--- config.mk ---
export PLATFORM = sky130hd
export DESIGN_NAME = pcts_ctrl
export DESIGN_NICKNAME = d
export VERILOG_FILES = /design/src/sv/pcts_pkg.sv /design/src/sv/pcts_ctrl.sv
export SDC_FILE = /design/constraint.sdc
export NUM_CORES = 1
export LEC_CHECK = 0
export ABC_AREA = 1
export BUFFER_PORTS_ARGS = -buffer_cell sky130_fd_sc_hd__buf_4
export CORE_AREA = 2 2 39 41
export DETAILED_ROUTE_END_ITERATION = 10
export DIE_AREA = 0 0 41 43
export PLACE_DENSITY = 0.59
export SLEW_MARGIN = 5
export SYNTH_ARGS = -nofsm -noshare
export SYNTH_HDL_FRONTEND = slang
export SYNTH_SLANG_ARGS = --single-unit
--- constraint.sdc ---
create_clock -name clk -period 0.9 [get_ports clk]
set_input_delay 0.135 -clock clk [delete_from_list [all_inputs] [get_ports clk]]
set_output_delay 0.135 -clock clk [all_outputs]
set_load 0.02 [all_outputs]
--- src/sv/pcts_pkg.sv ---
// Shared types and constants for the preamble correlation timing search unit.
package pcts_pkg;

    localparam int DEF_SAMPLE_DEPTH = 8192;
    localparam int DEF_REF_DEPTH    = 1024;
    localparam int DEF_SAMPLE_WIDTH = 16;
    localparam int FRAC_BITS        = 14;
    localparam int CFG_WIDTH        = 10;
    localparam int GUESS_WIDTH      = 13;
    localparam int ACC_WIDTH        = 26;
    localparam int BANK_MAX         = 16;

    typedef enum logic [1:0] {
        OP_LOAD_REF    = 2'd0,
        OP_LOAD_SAMPLE = 2'd1,
        OP_START       = 2'd2,
        OP_NONE        = 2'd3
    } opcode_t;

    typedef enum logic [2:0] {
        REG_BANK_COUNT      = 3'd0,
        REG_SAMPLES_PER_BIT = 3'd1,
        REG_PREAMBLE_LENGTH = 3'd2,
        REG_SEARCH_LEFT     = 3'd3,
        REG_SEARCH_RIGHT    = 3'd4,
        REG_DOWNHILL_LIMIT  = 3'd5
    } reg_index_t;

    // controller to datapath
    typedef struct packed {
        logic load_ref;
        logic load_sample;
        logic init_search;   // clear peak, run counter, best position
        logic init_bank;     // previous value to zero, shift to -left
        logic init_corr;     // acc to zero, k to zero
        logic issue;         // issue read for current k, advance k
        logic accum;         // add returned read data
        logic evaluate;      // compare finished correlation
        logic next_shift;
        logic next_bank;
    } pcts_cmd_t;

    // datapath to controller
    typedef struct packed {
        logic k_last;        // current k is the final position
        logic len_zero;
        logic shift_done;    // shift loop exhausted or abandoned
        logic bank_done;     // all banks searched
        logic none;          // nothing to search
    } pcts_status_t;

endpackage

--- src/sv/pcts_ctrl.sv ---
// Controller: handshake and search sequencing.
module pcts_ctrl (
    input  logic                   clk,
    input  logic                   rst_n,
    input  logic                   in_valid,
    output logic                   in_ready,
    input  logic [1:0]             opcode,
    output logic                   out_valid,
    input  logic                   out_ready,
    output pcts_pkg::pcts_cmd_t    cmd,
    input  pcts_pkg::pcts_status_t status
);
    import pcts_pkg::*;

    typedef enum logic [2:0] {
        S_IDLE, S_BANK, S_SHIFT, S_ISSUE, S_DRAIN, S_EVAL, S_STEP, S_DONE
    } state_t;

    state_t state_reg, state_next;
    logic   out_valid_reg, out_valid_next;
    logic   acc_beat;

    assign in_ready  = (state_reg == S_IDLE) && !out_valid_reg;
    assign out_valid = out_valid_reg;
    assign acc_beat  = in_valid && in_ready;

    always_comb
    begin
        state_next     = state_reg;
        out_valid_next = out_valid_reg;
        cmd            = '0;
        if (out_valid_reg && out_ready)
            out_valid_next = 1'b0;
        case (state_reg)
            S_IDLE:
            begin
                if (acc_beat)
                begin
                    case (opcode_t'(opcode))
                        OP_LOAD_REF:    cmd.load_ref = 1'b1;
                        OP_LOAD_SAMPLE: cmd.load_sample = 1'b1;
                        OP_START:
                        begin
                            cmd.init_search = 1'b1;
                            state_next = S_BANK;
                        end
                        default: ;
                    endcase
                end
            end
            S_BANK:
            begin
                if (status.none || status.bank_done)
                    state_next = S_DONE;
                else
                begin
                    cmd.init_bank = 1'b1;
                    state_next = S_SHIFT;
                end
            end
            S_SHIFT:
            begin
                if (status.shift_done)
                begin
                    cmd.next_bank = 1'b1;
                    state_next = S_BANK;
                end
                else
                begin
                    cmd.init_corr = 1'b1;
                    state_next = status.len_zero ? S_EVAL : S_ISSUE;
                end
            end
            S_ISSUE:
            begin
                cmd.issue = 1'b1;
                cmd.accum = 1'b1;
                if (status.k_last)
                    state_next = S_DRAIN;
            end
            S_DRAIN:
            begin
                cmd.accum = 1'b1;
                state_next = S_EVAL;
            end
            S_EVAL:
            begin
                cmd.evaluate = 1'b1;
                state_next = S_STEP;
            end
            S_STEP:
            begin
                cmd.next_shift = 1'b1;
                state_next = S_SHIFT;
            end
            S_DONE:
            begin
                if (!out_valid_reg)
                begin
                    out_valid_next = 1'b1;
                    state_next = S_IDLE;
                end
            end
            default: state_next = S_IDLE;
        endcase
    end

    always_ff @(posedge clk or negedge rst_n)
    begin
        if (!rst_n)
        begin
            state_reg     <= S_IDLE;
            out_valid_reg <= 1'b0;
        end
        else
        begin
            state_reg     <= state_next;
            out_valid_reg <= out_valid_next;
        end
    end
endmodule

==> results of run 1 <==
-- placed cells by master (no fill, tap or decap), drive strengths merged --
cell,netlist,final
nand4,2,2
dfrtp,4,4
a31oi,1,1
inv,16,16
mux2i,1,1
nand2,10,10
nor2,17,17
buf,2,42
nand3,7,7
nor3,3,3
dlygate4sd3,0,1
clkbuf,0,3
a21oi,3,3
-- where the power goes --
part | internal, W | leakage, nW | switching [W]
sequential | 0.000285 | 0.0453 | 0.000156
clock | 0.000149 | 0.0138 | 0.0000742
combinational | 0.00118 | 0.411 | 0.00114
-- layer usage --
layer / track usage, % / vias to the layer above / part of all wire [%]
met5: 0 / - / 0
met4: 6.00 / 0 / 0.88
met3: 4.71 / 2 / 4.5
met2: 26.6 / 14 / 53
met1: 20.5 / 259 / 42
li1: - / 293 / -
-- through the flow --
stage,hold slack (ns),cells
floorplan,-0.161,66
global placement,-0.0673,115
detailed placement,-0.0667,115
CTS,0.0722,124
global route,0.0705,126
finish,0.0744,126
-- layout make-up --
| type | instances | area share (%) |
|---|---|---|
| multi-input combinational | 44 | 36.2 |
| timing repair buffer | 43 | 41.1 |
| tap | 16 | 2.18 |
| sequential | 4 | 11.4 |
| clock buffer | 3 | 2.45 |
| inverter | 16 | 6.54 |
-- worst min-delay path by stage --
stage               from                  end  slack (ns)
2_1_floorplan      rst_n  out_valid$_DFF_PN0_       -0.16
3_3_place_gp       rst_n  out_valid$_DFF_PN0_       -0.07
3_5_place_dp       rst_n  out_valid$_DFF_PN0_       -0.07
4_1_cts        out_ready  out_valid$_DFF_PN0_        0.07
5_1_grt        out_ready  out_valid$_DFF_PN0_        0.07
6_report       out_ready  out_valid$_DFF_PN0_        0.07
-- cell families (layout without fill, tap and decap cells) --
group	Yosys count	in the layout	share of synthesized area (%)
simple gates	39	39	46.5
buf+inv	18	62	20.3
compound gates	4	4	6.16
flops	4	4	24.6
mux	1	1	2.46
-- repair_timing --
| action | in CTS | in global routing |
|---|---|---|
| cloned | 0 | 0 |
| endpoints found under the hold margin | 4 | 0 |
| gates resized for setup | 23 | 8 |
| pin swaps | 4 | 1 |
| setup endpoints to repair | 15 | 16 |
| hold buffers | 1 | 0 |
| setup buffers | 5 | 3 |
==> impl_metrics.ini, run 1 <==
[placement]
placed_area_sq_um = 728
post-dp-hpwl_um = 874
portBuffers = 22
gp_congestion = 0.718
dp_slack_ns = -0.334

[power]
p_total_w = 0.00299
power_density_mw_per_mm2 = 3250
power_leakage_nw = 0.470
ir_worst_vdd_mv = 1.61

[setup_path]
required_ns = 0.76
crit_top_cell = nor2_4
path_cells = nor2_4 -> nand2_2 -> nor2_4 -> nand2_4 -> nor3_4 -> buf_6
cp_num_cells = 6
critPathSlowestCell = dfrtp_2
endpoint = cmd[7]
reg2reg_from = state_reg[2]$_DFFE_PN0P_
end_kind = output pin
cp-start-kind = flop
cp.buffers_inverters = 1
critPathTopFamily = simple AND/OR/NAND/NOR gates
r2r_slack_ns = -0.34
critPathMaxStageDelay_ns = 0.44
reg2reg_to = state_reg[2]$_DFFE_PN0P_
reg2regPathDepth = 8
cp_data_arrival_time_ns = 1.33
startpoint = state_reg[0]$_DFFE_PN0P_
crit_fanout = 5
path_class = reg -> out

[clock_tree]
cts_buffer_depth = 2
cts_max_level = 1
numCtsBuffers = 3
clock_latency_ns = 0.24
clockRootBuffer = clkbuf_4
clkSinkCount = 4
cts_tree = done
path_clk_slew_ns = 0.04

[logic_synthesis]
synth-edff-count = 0
yosys_most_used_dff = dfrtp_1
synthArstFlopShare_pct = 100
yosysWarnings = 0
netlist_top_cells_area = dfrtp_1 (25%), nor2_1 (13%), inv_1 (12%)
synth.distinct_cells = 16
syn_nets = 77
postSynthCellCount = 66
ys_ff_latch = 4
synth.top_cell.area_share_pct = 24.6
yosysMostFrequentCell = nor2_1
synth_area_sq_um = 407
synth_seq_area_share_pct = 24.6
synth_common_cells = nor2_1 (14), inv_1 (13), nand2_1 (7), nand3_1 (7), dfrtp_1 (4)
syn_area_per_cell_sq_um = 6.16
yosysTopAreaCell = dfrtp_1

[sta]
fin_setup_tns_ns = -6.65
fin_crit_ns = 1.46
setup_viol = 16
rsz0062_at_grt = yes
final-hold-violation-count = 0
fmax_ghz = 0.683
finalMaxSlewViolations = 0
fin_crit_sh_pct = 163
fin_worst_skew_ns = 0.00308
worst_slew_margin_rel_pct = 85.0
tightest_slew_ns = 0.223
setup_slack_ns = -0.564

[global_route]
grt_pass1_vias = 498
grt_start_max_net_pins = 7
gr-total-overflow = 0
grtUsageTotal_pct = 16.7
grt_pass1_wl_um = 1980
antenna_found_initial = 0

[status]
status = complete, but fails checks
violations = setup timing

[cells_and_area]
areaGrowthSynthToFinish_pct = 126
nets = 123
register_area_sq_um = 105
diodes = 0
fillCellCount = 119
drive_gt1_share_pct = 67.3
largest_register_ffs = 3
multi_input_area_sq_um = 333
final_core_util_pct = 66.4
final_area_sq_um = 918

[detailed_routing]
drcViolationCount = 0
drt_pass1_iterations = 4
vias = 568
totalWireLength_um = 1370
drt_iter0_drc = 7
ant_nets = 0
drt-vias-per-instance = 4.51
post_drt_wl_per_cell_um = 10.9

[floorplanning]
rows = 14
start_util_pct = 29.4
num_io_pins = 23
die-width_um = 41
core_area_sq_mm = 0.00138
dieArea_sq_mm = 0.00176
die_h_um = 43

[job]
max_cap_violations = 0

[hold_path]
holdPathStages = 2
hold_path_class = in -> reg
No activity file was read; power rests on OpenSTA's default activity.
==> run 2: changes to the inputs <==
Settings changed: GPL_TIMING_DRIVEN set to 0, HOLD_SLACK_MARGIN set to 0.15, REMOVE_ABC_BUFFERS set to 1.
==> impl_metrics.ini, run 2 (synthesis gave the netlist of run 1 again) <==
[sta]
fin_worst_skew_ns = 0.00288
tightest_slew_ns = 0.222
setup_viol = 15
fin_crit_ns = 1.47
worst_slew_margin_rel_pct = 85.1
fin_crit_sh_pct = 163
fmax_ghz = 0.683
setup_slack_ns = -0.565
final-hold-violation-count = 0
rsz0062_at_grt = yes
finalMaxSlewViolations = 0

[hold_path]
hold_path_class = in -> async

[cells_and_area]
layout_commonest_cell = buf_4
fillCellCount = 148
diodes = 0
nets = 117
drive_gt1_share_pct = 55.8
final_core_util_pct = 56.2
mostFrequentLayoutCells = buf_4 (28), inv_1 (12), nor2_1 (12)
areaGrowthSynthToFinish_pct = 91.4
largest_register_ffs = 3

[global_route]
grt_pass1_vias = 486
antenna_found_initial = 0
grt_start_max_net_pins = 8
grt_pass1_wl_um = 1880
gr-total-overflow = 0
grtUsageTotal_pct = 16.3

[floorplanning]
rows = 14
die_h_um = 43
dieArea_sq_mm = 0.00176
start_util_pct = 29.4
core_area_sq_mm = 0.00138
die-width_um = 41
num_io_pins = 23

[clock_tree]
cts_tree = done
clock_latency_ns = 0.23
numCtsBuffers = 3
cts_max_level = 1
cts_buffer_depth = 2
clkSinkCount = 4
clockRootBuffer = clkbuf_4
path_clk_slew_ns = 0.04

[placement]
gp_congestion = 0.775
portBuffers = 22
dp_slack_ns = -0.445
post-dp-hpwl_um = 738

[setup_path]
required_ns = 0.76
cp_data_arrival_time_ns = 1.33
path_class = reg -> out
r2r_slack_ns = -0.29
crit_fanout = 6
reg2reg_from = state_reg[1]$_DFFE_PN0P_
startpoint = state_reg[0]$_DFFE_PN0P_
cp-start-kind = flop
end_kind = output pin

[power]
power_density_mw_per_mm2 = 3260
ir_worst_vdd_mv = 1.54
power_leakage_nw = 0.416

[detailed_routing]
vias = 535
drt-vias-per-instance = 4.46
drt_pass1_iterations = 4
drt_iter0_drc = 2
post_drt_wl_per_cell_um = 10.2
ant_nets = 0
drcViolationCount = 0
totalWireLength_um = 1220

[status]
violations = setup timing
status = complete, but fails checks

[job]
max_cap_violations = 0
-- run 2: changes by cell type in the layout (fill, tap and decap cells not counted), moves of 2 or more --
cell / previous run / this run
nor2_1: 6 / 12
nor3_2: 0 / 2
nand2_1: 5 / 7
buf_6: 14 / 7
nor2_4: 10 / 3
nor3_4: 2 / 0
-- run 2: path summary, 6_finish.rpt --
path | endpoint | cells after the start
min in group clk | state_reg[1]$_DFFE_PN0P_ | 4
max reg2reg | state_reg[2]$_DFFE_PN0P_ | 8
max | cmd[9] | 6
max in group asynchronous | state_reg[0]$_DFFE_PN0P_ | 2
min reg2reg | out_valid$_DFF_PN0_ | 2
min | state_reg[1]$_DFFE_PN0P_ | 2
-- run 2: area by class of cell --
class                           count  area (sq um)  share of cell area [%]
Sequential cell                     4           105                    13.5
Clock buffer                        3          22.5                    2.89
Multi-Input combinational cell     44           259                    33.3
Timing Repair Buffer               37           309                    39.7
Inverter                           16          62.6                    8.04
Tap cell                           16          20.0                    2.57
-- run 2: report_power, final --
part           internal, W  leakage [nW]  switching, W
Clock             0.000149        0.0138     0.0000686
Combinational     0.000938         0.357      0.000917
Sequential        0.000286        0.0453      0.000177
Total              0.00137         0.416       0.00116
-- run 2: through the flow --
step	total power [W]	area, sq um	hold WS [ns]	setup TNS, ns	cells
2_1_floorplan	0.00123	384	-0.161	-4.69	64
3_3_place_gp	0.00162	569	-0.0687	-4.53	102
3_5_place_dp	0.00163	569	-0.0688	-4.56	102
4_1_cts	0.00231	727	0.216	-6.15	116
5_1_grt	0.00274	778	0.217	-7.45	120
6_report	0.00253	778	0.221	-6.28	120
-- run 2: timing repair --
| action | in CTS | in global routing |
|---|---|---|
| pin swaps | 2 | 1 |
| buffers inserted | 9 | 4 |
| hold buffers | 2 | 0 |
| cloned | 0 | 0 |
| resized for setup | 13 | 7 |
| endpoints found under the hold margin | 5 | 0 |
| setup endpoints to repair | 16 | 15 |
-- run 2: critical path: stages (launching register included) --
cell and delay [ns]:
dfrtp_2 0.45, nor2_4 0.12, nand2_2 0.08, nor2_4 0.09, nand2_2 0.08, nor3_2 0.11, buf_4 0.16
-- run 2: per-layer routing --
layer  wire length, um  GRT usage [%]  vias up
met1               448           17.0      232
met3                88           4.71        0
li1                  -              -      278
met2               681           26.9       25
met5                 0              0        -
met4                 0           10.0        0
